===== src/stev_pkg.sv =====
`timescale 1ns / 1ps
`default_nettype none
// ----------------------------------------------------------------------------
// stev_pkg
// shared types and constants for the soft timer event unit
// ----------------------------------------------------------------------------
package stev_pkg;
    localparam int TaskCountDef  = 8;
    localparam int TimerCountDef = 8;

    localparam logic [2:0] OP_TICK     = 3'd0;
    localparam logic [2:0] OP_START    = 3'd1;
    localparam logic [2:0] OP_STOP     = 3'd2;
    localparam logic [2:0] OP_SET      = 3'd3;
    localparam logic [2:0] OP_CLEAR    = 3'd4;
    localparam logic [2:0] OP_DISPATCH = 3'd5;

    typedef struct packed {
        logic [2:0]  opcode;
        logic [3:0]  timer_index;
        logic [3:0]  task_index;
        logic [15:0] timeout;
        logic [15:0] period;
        logic [31:0] event_bits;
        logic [15:0] elapsed;
    } t_item;

    typedef struct packed {
        logic        status;
        logic        event_valid;
        logic [2:0]  served_task;
        logic [4:0]  event_number;
        logic [31:0] event_mask_out;
        logic        last;
    } t_result;

    // controller to datapath
    typedef struct packed {
        logic load;      // capture item
        logic simple;    // apply non-tick, non-dispatch item
        logic tick_step; // process timer at walk index
        logic scan_step; // test task at walk index
        logic bit_step;  // emit one event bit
        logic walk_clr;  // reset walk index
    } t_cmd;

    // datapath to controller
    typedef struct packed {
        logic [2:0] opcode;
        logic       walk_done;
        logic       task_hit;
        logic       bits_done;
    } t_stat;
endpackage
`default_nettype wire


===== src/stev_if.sv =====
`timescale 1ns / 1ps
`default_nettype none
// ----------------------------------------------------------------------------
// stev_item_if / stev_result_if
// valid-ready channels for input items and results
// ----------------------------------------------------------------------------
interface stev_item_if;
    logic            valid;
    logic            ready;
    stev_pkg::t_item payload;
    modport source (output valid, output payload, input ready);
    modport sink (input valid, input payload, output ready);
endinterface

interface stev_result_if;
    logic              valid;
    logic              ready;
    stev_pkg::t_result payload;
    modport source (output valid, output payload, input ready);
    modport sink (input valid, input payload, output ready);
endinterface
`default_nettype wire


===== src/stev_datapath.sv =====
`timescale 1ns / 1ps
`default_nettype none
// ----------------------------------------------------------------------------
// stev_datapath
// timer table, pending words, walk index and result formation
// ----------------------------------------------------------------------------
module stev_datapath #(
    parameter int TASK_COUNT  = stev_pkg::TaskCountDef,
    parameter int TIMER_COUNT = stev_pkg::TimerCountDef
) (
    input  wire                     i_clk,
    input  wire                     i_rst_n,
    input  wire                     i_cfg_we,
    input  wire [7:0]               i_cfg_data,
    input  wire stev_pkg::t_item    i_item,
    input  wire stev_pkg::t_cmd     i_cmd,
    output stev_pkg::t_stat         o_stat,
    output stev_pkg::t_result       o_simple_res,
    output stev_pkg::t_result       o_bit_res
);
    localparam int WalkMax = (TASK_COUNT > TIMER_COUNT) ? TASK_COUNT : TIMER_COUNT;
    localparam int WW = $clog2(WalkMax + 1);
    localparam int TmW = (TIMER_COUNT > 1) ? $clog2(TIMER_COUNT) : 1;
    localparam int TkW = (TASK_COUNT > 1) ? $clog2(TASK_COUNT) : 1;

    logic [7:0]  r_hmask;
    stev_pkg::t_item r_item;
    logic [TIMER_COUNT-1:0] r_run;
    logic [15:0] r_remain [TIMER_COUNT];
    logic [15:0] r_reload [TIMER_COUNT];
    logic [31:0] r_events [TIMER_COUNT];
    logic [3:0]  r_target [TIMER_COUNT];
    logic [31:0] r_pend   [TASK_COUNT];
    logic [WW-1:0] r_walk;
    logic [31:0] r_ev;
    logic [3:0]  r_task;

    logic [3:0]  tmr_i;
    logic [3:0]  tsk_i;
    logic        tmr_ok;
    logic        tsk_ok;
    logic [31:0] low_bit;
    logic [4:0]  low_num;
    logic [3:0]  walk4;
    logic        walk_task_hit;
    logic [TmW-1:0] tmr_sel;
    logic [TkW-1:0] tsk_sel;
    logic [TmW-1:0] walk_tm;
    logic [TkW-1:0] walk_tk;
    logic [TkW-1:0] tgt_sel;

    assign tmr_i  = r_item.timer_index;
    assign tsk_i  = r_item.task_index;
    assign tmr_ok = 32'(tmr_i) < TIMER_COUNT;
    assign tsk_ok = 32'(tsk_i) < TASK_COUNT;
    assign walk4  = 4'(r_walk);
    assign tmr_sel = TmW'(tmr_i);
    assign tsk_sel = TkW'(tsk_i);
    assign walk_tm = TmW'(walk4);
    assign walk_tk = TkW'(walk4);
    assign tgt_sel = TkW'(r_target[walk_tm]);
    assign low_bit = r_ev & (~r_ev + 32'd1);

    always_comb begin
        low_num = '0;
        for (int b = 31; b >= 0; b--) begin
            if (r_ev[b]) begin
                low_num = 5'(b);
            end
        end
    end

    assign walk_task_hit = (32'(r_walk) < TASK_COUNT) && (walk4 < 4'd8)
        && (r_pend[walk_tk] != '0)
        && r_hmask[walk4[2:0]];

    always_comb begin
        o_stat.opcode    = r_item.opcode;
        o_stat.walk_done = (r_item.opcode == stev_pkg::OP_TICK)
            ? (32'(r_walk) >= TIMER_COUNT - 1 || r_item.elapsed == '0)
            : (32'(r_walk) >= TASK_COUNT - 1);
        o_stat.task_hit  = walk_task_hit;
        o_stat.bits_done = (r_ev & ~low_bit) == '0;
    end

    always_comb begin
        o_simple_res = '0;
        o_simple_res.last = 1'b1;
        case (r_item.opcode)
            stev_pkg::OP_START, stev_pkg::OP_STOP: o_simple_res.status = ~tmr_ok;
            stev_pkg::OP_SET, stev_pkg::OP_CLEAR:  o_simple_res.status = ~tsk_ok;
            default: o_simple_res.status = 1'b0;
        endcase
        o_bit_res.status         = 1'b0;
        o_bit_res.event_valid    = 1'b1;
        o_bit_res.served_task    = r_task[2:0];
        o_bit_res.event_number   = low_num;
        o_bit_res.event_mask_out = low_bit;
        o_bit_res.last           = (r_ev & ~low_bit) == '0;
    end

    always_ff @(posedge i_clk) begin
        if (i_cmd.load) begin
            r_item <= i_item;
        end
        if (!i_rst_n) begin
            r_hmask <= '0;
            r_run   <= '0;
            r_walk  <= '0;
            for (int i = 0; i < TIMER_COUNT; i++) begin
                r_remain[i] <= '0;
                r_reload[i] <= '0;
                r_events[i] <= '0;
                r_target[i] <= '0;
            end
            for (int i = 0; i < TASK_COUNT; i++) begin
                r_pend[i] <= '0;
            end
        end else begin
            if (i_cfg_we) begin
                r_hmask <= i_cfg_data;
            end
            if (i_cmd.walk_clr) begin
                r_walk <= '0;
            end
            if (i_cmd.simple) begin
                case (r_item.opcode)
                    stev_pkg::OP_START: begin
                        if (tmr_ok) begin
                            r_run[tmr_sel]    <= 1'b1;
                            r_remain[tmr_sel] <= r_item.timeout;
                            r_reload[tmr_sel] <= r_item.period;
                            r_target[tmr_sel] <= tsk_i;
                            r_events[tmr_sel] <= r_item.event_bits;
                        end
                    end
                    stev_pkg::OP_STOP: begin
                        if (tmr_ok) begin
                            r_run[tmr_sel]    <= 1'b0;
                            r_events[tmr_sel] <= '0;
                        end
                    end
                    stev_pkg::OP_SET: begin
                        if (tsk_ok) begin
                            r_pend[tsk_sel] <= r_pend[tsk_sel] | r_item.event_bits;
                        end
                    end
                    stev_pkg::OP_CLEAR: begin
                        if (tsk_ok) begin
                            r_pend[tsk_sel] <= r_pend[tsk_sel] & ~r_item.event_bits;
                        end
                    end
                    default: begin
                    end
                endcase
            end
            if (i_cmd.tick_step) begin
                r_walk <= r_walk + 1'b1;
                if (r_item.elapsed != '0 && r_run[walk_tm]) begin
                    if (r_remain[walk_tm] > r_item.elapsed) begin
                        r_remain[walk_tm] <= r_remain[walk_tm] - r_item.elapsed;
                    end else begin
                        if (32'(r_target[walk_tm]) < TASK_COUNT) begin
                            r_pend[tgt_sel] <= r_pend[tgt_sel] | r_events[walk_tm];
                        end
                        if (r_reload[walk_tm] != '0) begin
                            r_remain[walk_tm] <= r_reload[walk_tm];
                        end else begin
                            r_events[walk_tm] <= '0;
                            r_run[walk_tm]    <= 1'b0;
                        end
                    end
                end
            end
            if (i_cmd.scan_step) begin
                r_walk <= r_walk + 1'b1;
                if (walk_task_hit) begin
                    r_ev   <= r_pend[walk_tk];
                    r_task <= walk4;
                    r_pend[walk_tk] <= '0;
                end
            end
            if (i_cmd.bit_step) begin
                r_ev <= r_ev & ~low_bit;
            end
        end
    end

`ifndef NO_ASSERTIONS
    a_bit_onehot: assert property (@(posedge i_clk) disable iff (!i_rst_n)
        i_cmd.bit_step |-> $onehot(low_bit))
        else $error("emitted mask not one-hot");
    a_scan_only_dispatch: assert property (@(posedge i_clk) disable iff (!i_rst_n)
        i_cmd.scan_step |-> r_item.opcode == stev_pkg::OP_DISPATCH)
        else $error("task scan outside dispatch");
    a_tick_only_tick: assert property (@(posedge i_clk) disable iff (!i_rst_n)
        i_cmd.tick_step |-> r_item.opcode == stev_pkg::OP_TICK)
        else $error("timer walk outside tick");
`endif
endmodule
`default_nettype wire


===== src/stev_ctrl.sv =====
`timescale 1ns / 1ps
`default_nettype none
// ----------------------------------------------------------------------------
// stev_ctrl
// sequencer for item intake, timer walk, task scan and event output
// ----------------------------------------------------------------------------
module stev_ctrl (
    input  wire                 i_clk,
    input  wire                 i_rst_n,
    input  wire                 i_in_valid,
    output logic                o_in_ready,
    output logic                o_out_valid,
    input  wire                 i_out_ready,
    output logic                o_out_is_bit,
    input  wire stev_pkg::t_stat i_stat,
    output stev_pkg::t_cmd      o_cmd
);
    localparam logic [2:0] S_IDLE = 3'd0;
    localparam logic [2:0] S_DEC  = 3'd1;
    localparam logic [2:0] S_TICK = 3'd2;
    localparam logic [2:0] S_SCAN = 3'd3;
    localparam logic [2:0] S_BITS = 3'd4;
    localparam logic [2:0] S_RES  = 3'd5;

    logic [2:0] r_state;
    logic [2:0] n_state;

    assign o_in_ready   = (r_state == S_IDLE) && i_rst_n;
    assign o_out_valid  = (r_state == S_RES) || (r_state == S_BITS);
    assign o_out_is_bit = r_state == S_BITS;

    always_comb begin
        n_state = r_state;
        o_cmd   = '0;
        case (r_state)
            S_IDLE: begin
                if (i_in_valid && o_in_ready) begin
                    o_cmd.load = 1'b1;
                    o_cmd.walk_clr = 1'b1;
                    n_state = S_DEC;
                end
            end
            S_DEC: begin
                case (i_stat.opcode)
                    stev_pkg::OP_TICK:     n_state = S_TICK;
                    stev_pkg::OP_DISPATCH: n_state = S_SCAN;
                    default: begin
                        o_cmd.simple = 1'b1;
                        n_state = S_RES;
                    end
                endcase
            end
            S_TICK: begin
                o_cmd.tick_step = 1'b1;
                if (i_stat.walk_done) begin
                    n_state = S_RES;
                end
            end
            S_SCAN: begin
                o_cmd.scan_step = 1'b1;
                if (i_stat.task_hit) begin
                    n_state = S_BITS;
                end else if (i_stat.walk_done) begin
                    n_state = S_RES;
                end
            end
            S_BITS: begin
                if (i_out_ready) begin
                    o_cmd.bit_step = 1'b1;
                    if (i_stat.bits_done) begin
                        n_state = S_IDLE;
                    end
                end
            end
            S_RES: begin
                if (i_out_ready) begin
                    n_state = S_IDLE;
                end
            end
            default: n_state = S_IDLE;
        endcase
    end

    always_ff @(posedge i_clk) begin
        if (!i_rst_n) begin
            r_state <= S_IDLE;
        end else begin
            r_state <= n_state;
        end
    end

`ifndef NO_ASSERTIONS
    a_no_intake_busy: assert property (@(posedge i_clk) disable iff (!i_rst_n)
        o_cmd.load |-> $past(r_state) != S_RES || r_state == S_IDLE)
        else $error("intake while busy");
    a_one_walk: assert property (@(posedge i_clk) disable iff (!i_rst_n)
        $onehot0({o_cmd.tick_step, o_cmd.scan_step, o_cmd.bit_step, o_cmd.simple}))
        else $error("conflicting commands");
    a_out_not_ready_in: assert property (@(posedge i_clk) disable iff (!i_rst_n)
        o_out_valid |-> !o_in_ready)
        else $error("intake during result");
`endif
endmodule
`default_nettype wire


===== src/soft_timer_event_unit.sv =====
`timescale 1ns / 1ps
`default_nettype none
// ----------------------------------------------------------------------------
// soft_timer_event_unit
// timer table posting event bits to per-task pending words, with dispatch
// ----------------------------------------------------------------------------
// usage:
//   in_ch carries one command per transaction; out_ch returns results.
//   start, stop, set, clear and unused opcodes: applied in the decode
//     state, then one result from the result state.
//   tick: walks every timer, one per cycle; zero elapsed ends after the
//     first step. dispatch: scans tasks one per cycle until the first
//     served task (one result with no event if none), then emits one
//     result per pending bit, lowest first, one per cycle unless stalled.
//   one item is handled at a time; in_ch ready is low during reset and
//   until the last result has been taken.
//   a stalled receiver holds the current result and the next item waits.
//   reset (synchronous, active low) stops all timers, clears all pending
//   words and the handler mask; the mask is written via i_cfg_we.
// ----------------------------------------------------------------------------
module soft_timer_event_unit #(
    parameter int TASK_COUNT  = stev_pkg::TaskCountDef,
    parameter int TIMER_COUNT = stev_pkg::TimerCountDef
) (
    input  wire        i_clk,
    input  wire        i_rst_n,
    input  wire        i_cfg_we,
    input  wire [7:0]  i_cfg_data,
    stev_item_if.sink     in_ch,
    stev_result_if.source out_ch
);
    stev_pkg::t_cmd    cmd;
    stev_pkg::t_stat   stat;
    stev_pkg::t_result simple_res;
    stev_pkg::t_result bit_res;
    logic              out_is_bit;

    stev_ctrl u_ctrl (
        .i_clk        (i_clk),
        .i_rst_n      (i_rst_n),
        .i_in_valid   (in_ch.valid),
        .o_in_ready   (in_ch.ready),
        .o_out_valid  (out_ch.valid),
        .i_out_ready  (out_ch.ready),
        .o_out_is_bit (out_is_bit),
        .i_stat       (stat),
        .o_cmd        (cmd)
    );

    stev_datapath #(
        .TASK_COUNT  (TASK_COUNT),
        .TIMER_COUNT (TIMER_COUNT)
    ) u_dp (
        .i_clk        (i_clk),
        .i_rst_n      (i_rst_n),
        .i_cfg_we     (i_cfg_we),
        .i_cfg_data   (i_cfg_data),
        .i_item       (in_ch.payload),
        .i_cmd        (cmd),
        .o_stat       (stat),
        .o_simple_res (simple_res),
        .o_bit_res    (bit_res)
    );

    assign out_ch.payload = out_is_bit ? bit_res : simple_res;
endmodule
`default_nettype wire

===== src/flat_wrapper.sv =====
// flat-port wrapper written by rule: the top's interface ports become plain ports
module soft_timer_event_unit_flat 
#(
    parameter int TASK_COUNT  = stev_pkg::TaskCountDef,
    parameter int TIMER_COUNT = stev_pkg::TimerCountDef
)
  (i_clk, i_rst_n, i_cfg_we, i_cfg_data, in_ch_valid, in_ch_payload, in_ch_ready, out_ch_valid, out_ch_payload, out_ch_ready);
  stev_item_if in_ch_i ();
  stev_result_if out_ch_i ();
  input  wire i_clk;
  input  wire i_rst_n;
  input  wire i_cfg_we;
  input  wire [7:0] i_cfg_data;
  input wire logic [$bits(in_ch_i.valid)-1:0] in_ch_valid;
  input wire logic [$bits(in_ch_i.payload)-1:0] in_ch_payload;
  output wire logic [$bits(in_ch_i.ready)-1:0] in_ch_ready;
  output wire logic [$bits(out_ch_i.valid)-1:0] out_ch_valid;
  output wire logic [$bits(out_ch_i.payload)-1:0] out_ch_payload;
  input wire logic [$bits(out_ch_i.ready)-1:0] out_ch_ready;
  assign in_ch_i.valid = in_ch_valid;
  assign in_ch_i.payload = in_ch_payload;
  assign in_ch_ready = in_ch_i.ready;
  assign out_ch_valid = out_ch_i.valid;
  assign out_ch_payload = out_ch_i.payload;
  assign out_ch_i.ready = out_ch_ready;
  soft_timer_event_unit #(.TASK_COUNT(TASK_COUNT), .TIMER_COUNT(TIMER_COUNT)) u_core (.i_clk(i_clk), .i_rst_n(i_rst_n), .i_cfg_we(i_cfg_we), .i_cfg_data(i_cfg_data), .in_ch(in_ch_i), .out_ch(out_ch_i));
endmodule

===== config.mk =====
export PLATFORM = sky130hd
export DESIGN_NAME = soft_timer_event_unit_flat
export DESIGN_NICKNAME = d
export VERILOG_FILES = /design/src/stev_pkg.sv /design/src/stev_if.sv /design/src/stev_datapath.sv /design/src/stev_ctrl.sv /design/src/soft_timer_event_unit.sv /design/src/flat_wrapper.sv
export SDC_FILE = /design/constraint.sdc
export NUM_CORES = 2
export LEC_CHECK = 0
export BUFFER_PORTS_ARGS = -buffer_cell sky130_fd_sc_hd__buf_2
export CORE_AREA = 2 2 385 387
export DETAILED_ROUTE_END_ITERATION = 7
export DIE_AREA = 0 0 387 389
export GPL_TIMING_DRIVEN = 0
export PLACE_DENSITY_LB_ADDON = 0.2
export REMOVE_ABC_BUFFERS = 1
export SYNTH_ARGS = -nofsm -noshare
export SYNTH_HDL_FRONTEND = slang
export SYNTH_HIERARCHICAL = 1
export SYNTH_SLANG_ARGS = --single-unit

===== constraint.sdc =====
create_clock -name i_clk -period 18.1 [get_ports i_clk]
set_input_delay 2.715 -clock i_clk [delete_from_list [all_inputs] [get_ports i_clk]]
set_output_delay 2.715 -clock i_clk [all_outputs]
set_load 0.02 [all_outputs]

# Word level (Yosys, flattened, before mapping)
# Memory sizes are Yosys's and may differ from the RTL's. A register that Yosys moved wholly into a read port is not among the register bits.
# Index checks and enable logic that the tools add are counted.
# word_totals
output_inout_bits	45
regBits	149
wordCells	260
mem_bits_rw	800
n_memories	5
# memory_table
name	depth	word_bits	rd	rd_clocked_by_memory_dff	wr	line_no	source
u_core.u_dp.r_events	8	32	1	1	8	stev_datapath.sv:31	logic [31:0] r_events [TIMER_COUNT];
u_core.u_dp.r_pend	8	32	3	2	8	stev_datapath.sv:33	logic [31:0] r_pend [TASK_COUNT];
u_core.u_dp.r_reload	8	16	1	1	8	stev_datapath.sv:30	logic [15:0] r_reload [TIMER_COUNT];
u_core.u_dp.r_remain	8	16	1	1	8	stev_datapath.sv:29	logic [15:0] r_remain [TIMER_COUNT];
u_core.u_dp.r_target	8	4	1	1	8	stev_datapath.sv:32	logic [3:0] r_target [TIMER_COUNT];
# op_classes
add_sub_neg	3
magnitude_cmp	11
n_eq_ne	14
mux	161
reduce_logical	35
bitwise	18
# op_table
operator	n
$mux W32	10
$mux W5	32
$reduce_or A32 Y1	5
$and A32 B32 Y32	3
$not A32 Y32	3
$mux W3	26
$mux W1	68
$mux W16	4
$mux W8	8
$or A32 B32 Y32	2
$reduce_or A16 Y1	3
$mux W43	1
$add A32 B1 Y32 const B	1
$logic_not A32 Y1	1
$reduce_bool A16 Y1	2
$reduce_bool A32 Y1	1
$lt A4 B4 Y1 const B	5
$pmux W3 S6	1
$and A8 B8 Y8	2
$gt A16 B16 Y1	1
$logic_not A16 Y1	1
$mux W4	4
$not A8 Y8	2
$pmux W8 S2	1
other kinds (26)	55

# Depth between registers and ports, before layout
# logic_depth
ltp_word	33
ltp_mapped	26

# Hierarchy
# The synthesis kept the hierarchy.
# modules_own_cells
mod	seq_area_each_um2	n_inst	area_each_um2	cells_per_inst
stev_datapath	23202.3	1	49855.3	4952
soft_timer_event_unit	0.0	1	725.7	48
stev_ctrl	60.1	1	284.0	34

# Least setup slack after synthesis
# No wires, ideal clock.
# synth_path
path_kind	flip-flop to flip-flop
start	reg (tool-made name)
end	mem u_core.u_dp.r_remain[5][0] (enable)
required_ps	17725
t_arrival_ps	5947
synth_period_minus_slack_ps	6321
path_buffers	12
stages_incl_launch_ff	24
setup_ps	375
setup_slack_ps	11779
cell_sequence	dfxtp_1 buf_2 buf_6 buf_4 buf_4 buf_4 buf_4 buf_4 buf_4 buf_1 mux4_2 nand2_1 nand2_1 ha_1 clkbuf_1 nand4_1 a211oi_1 nor2_1 o31ai_1 and2_1 buf_2 buf_1 o21ai_1 nand2b_1
# synth_rtl
item	line_no
to (decl)	stev_datapath.sv:29

==> impl_results.md <==
* Final Hold Vio Count at 0
* Final net count at slightly above 5000
* Iter 0 DRT Violations at 5601
* Final WL at 196 mm
* Setup Skew at 47.1 ps
* Hold worst-path end: u_core/u_dp/r_events[6][14]
* Input/output buffers at 148
* FILL cells at ~14000
* Final GP Congestion at 0.877
* Failing checks: design-rule violations
* Max-cap violations at 0
* Non-Filler Instances at ~7000
* FFs w/ async S/R, synth at 0%
* Final min period at between 7000 and 8000 ps
* Die Wd at slightly below 400 um
* Fmax at 0.126 GHz
* CP cell instances: or2_2 -> nor4_2 -> nand2_1 -> maj3_1 -> o21ai_1 -> o2111ai_1 -> or4_1 -> a2111oi_0 -> dlymetal6s2s_1 -> mux2_2 -> buf_2
* Clock root cell: clkbuf_16
* Fin area at about 60000 um^2
* Setup crit start kind: flop
* Post-synth cell types at 92
* First-pass GRT wire length at roughly 290 mm
* Mean routed wirelength per cell at between 20 and 30 um
* Max FO, Critical Path at 8
* FF-to-FF setup slack at 11050 ps
* Final worst setup slack at 10140 ps
* Commonest cells after routing, fill and taps aside: nor2_1 (822), dfxtp_1 (535), edfxtp_1 (414)
* Worst Hold Path Cells at 2
* H-tree levels at 3
* DR pass1 iterations at 8
* Final Setup Violations at 0
* Reg clk slew, reported paths at roughly 60 ps
* Placed Instances at between 6000 and 7000
* Data required time of the worst path at 15390 ps
* Pre-CTS setup slack at about 10000 ps
* Status: complete, but fails checks
* Initial antenna violation count at 2
* Pins over their slew limit at 0
* WP data arrival at 5240 ps
* Post-Synthesis Cell Area at a little over 50000 um^2
* CTS tree: done
* Worst Hold Launch: u_core/u_dp/r_events[6][14]
* Post-DR vias/cell at about 6
* Reg2reg path depth at 14
* DR vias at between 40000 and 50000
* Cell area after placement at ~55000 um^2
* Skew-Pair Late Insertion Delay at 770 ps
* Post-layout total power at 5.00 mW
* Area Overhead vs Synth at 15.3%
* Vias in the first global route at 41200
* Die height at around 390 um
* Max Root-Sink Buffers at 3
* Max VDD drop at between 70 and 80 uV
* YS warnings at 6
* DIE AREA at around 150000 um^2
* Unrepaired setup endpoints after global routing: no
* Area occupied by multi-input gates at roughly 26000 um^2
* Post-synthesis register bit count at between 900 and 1000
* Total global routing overflow at 0
* Register area share after synthesis at a little under half
* CTS Buf Count at between 100 and 150
* Clock sinks at between 900 and 1000
* Slowest-stage cell, CP: nor4_2
* Hpwl dp at ~130 mm
* Number of enable flip-flop cells after synthesis at about 410
* ANT nets after route at 0
* CTS Hold Bufs at 0
* Number of placement rows at roughly 140
* Lkg Pwr at 21.5 nW
* Core Region at 147000 um^2
* Setup crit end kind: output pin
* DRC viols at 1
* Largest net degree at the start of global routing at 150
* Total GRT Usage at between 20% and 30%
* Post-Synthesis Cells at ~5000
* Post-CTS setup buffers at 0
* PostCTS Resize Cnt at 0
* Power per cell area at around 85 nW/um^2
* Layout cells sized above 1 at about a fifth
* Final hold slack at ~490 ps
* Worst reg2reg endpoint: u_core/u_dp/r_remain[7][3]
* Hold Path Class: flop to flop
* CP max stage delay at 740 ps
* Boundary pin count at 149
* Mean Syn Cell Area at a little over 10 um^2
* Effective utilization at floorplan at about a third
* Period utilisation layout at between 40% and 50%
* Worst-Margin Slew at between 1000 and 1500 ps
* Antenna Diode Count at 0
* Slew headroom at roughly a tenth
* Crit Path Category: flop to output pin
* Register Area at 23300 um^2
* Ys flop type: dfxtp_1
* Most common cell after layout, fill and taps aside: nor2_1
==> cells in the mapped netlist, drive strengths merged (34+ instances only) <==
cell type / count / share of area, %
a211oi: 46 / 0.70
and2: 187 / 2.3
a221oi: 34 / 0.59
mux4: 259 / 11
nor2b: 49 / 0.61
clkbuf: 318 / 2.3
inv: 43 / 0.32
mux2: 109 / 2.7
nor3: 81 / 0.82
nand3: 176 / 1.7
o21ai: 221 / 2.4
edfxtp: 414 / 24
a22oi: 124 / 1.8
a21oi: 200 / 2.0
nor2: 854 / 6.3
a31oi: 271 / 3.3
a222oi: 102 / 2.0
dfxtp: 541 / 21
mux2i: 118 / 2.4
nand2: 335 / 2.5
buf: 190 / 2.4
==> power by group <==
| group | leakage, nW | switching (mW) | internal (mW) |
|---|---|---|---|
| sequential | 8.48 | 0.0587 | 2.29 |
| combinational | 11.3 | 0.276 | 0.148 |
| clock | 1.73 | 0.958 | 1.27 |
| total | 21.5 | 1.29 | 3.71 |
==> stage by stage <==
| stage | util (%) | setup TNS (ps) |
|---|---|---|
| finish | 40.0 | 0 |
| global route | 40.0 | 0 |
| CTS | 40.0 | 0 |
| detailed placement | 37.6 | 0 |
| global placement | 35.3 | -2568050 |
| floorplan | - | 0 |
==> worst max-delay path: cells and delay by family (launching register included) <==
family                   cells  cell delay [ps]
AO/OA/AOI/OAI                3              810
adder cells (fa/ha/maj)      1              440
buffers and inverters        2              390
flip-flops                   1              580
multiplexers                 1              160
AND/OR/NAND/NOR              4             2080
==> state kept, by name, summed over array words and instances, names as in the netlist, named ones only <==
name                   cells
u_core/u_dp/r_target      32
u_core/u_ctrl/r_state      3
u_core/u_dp/o_stat         3
u_core/u_dp/r_walk         4
u_core/u_dp/r_events     256
u_core/u_dp/r_remain     128
u_core/u_dp/tsk_i          4
u_core/u_dp/r_ev          32
u_core/u_dp/r_item        80
u_core/u_dp/r_task         3
u_core/u_dp/r_reload     128
u_core/u_dp/r_hmask        8
u_core/u_dp/tmr_i          4
u_core/u_dp/r_run          8
u_core/u_dp/r_pend       256
==> layer usage <==
metal,global-route usage [%],share of wire (%),up-vias
met3,5.21,9.1,581
met1,33.0,40,21100
met2,39.9,45,2417
met4,12.8,5.8,0
met5,0,0,-
li1,-,-,18800
==> kinds of logic (layout without fill, tap and decap cells) <==
family / after synthesis / after routing / synth area share, %
DFF: 955 / 955 / 45.7
buffers and inverters: 551 / 522 / 5.04
muxes: 486 / 486 / 16.6
xor gates and xnor gates: 13 / 13 / 0.224
adders and majority gates: 21 / 21 / 0.517
AOI/OAI and AO/OA: 1156 / 1156 / 15.4
and+or+nand+nor: 1850 / 1850 / 16.5
other: 2 / 44 / 0.0148
==> area by class of cell <==
class	count	share of cell area [%]
Clock inverter	47	0.742
Timing Repair Buffer	274	5.72
Clock buffer	158	5.31
Tap cell	1930	4.12
Inverter	43	0.284
Multi-Input combinational cell	3570	44.1
Sequential cell	955	39.7
==> worst max path at each step <==
stage / start / to / slack (ps) / cells past startpoint
after floorplan: flop / u_core/u_dp/r_pend[2][30] / 4960 / 8
after global placement: flop / u_core/u_dp/r_pend[4][26] / -11500 / 8
after detailed placement: i_rst_n / u_core/u_dp/r_remain[0][15] / 10080 / 8
after CTS: u_core/u_dp/r_ev[0] / out_ch_payload[0] / 9550 / 10
after global routing: u_core/u_dp/r_ev[4] / out_ch_payload[0] / 9890 / 11
final: u_core/u_dp/r_ev[0] / out_ch_payload[0] / 10140 / 11
Power figures use the tool's default switching activity.
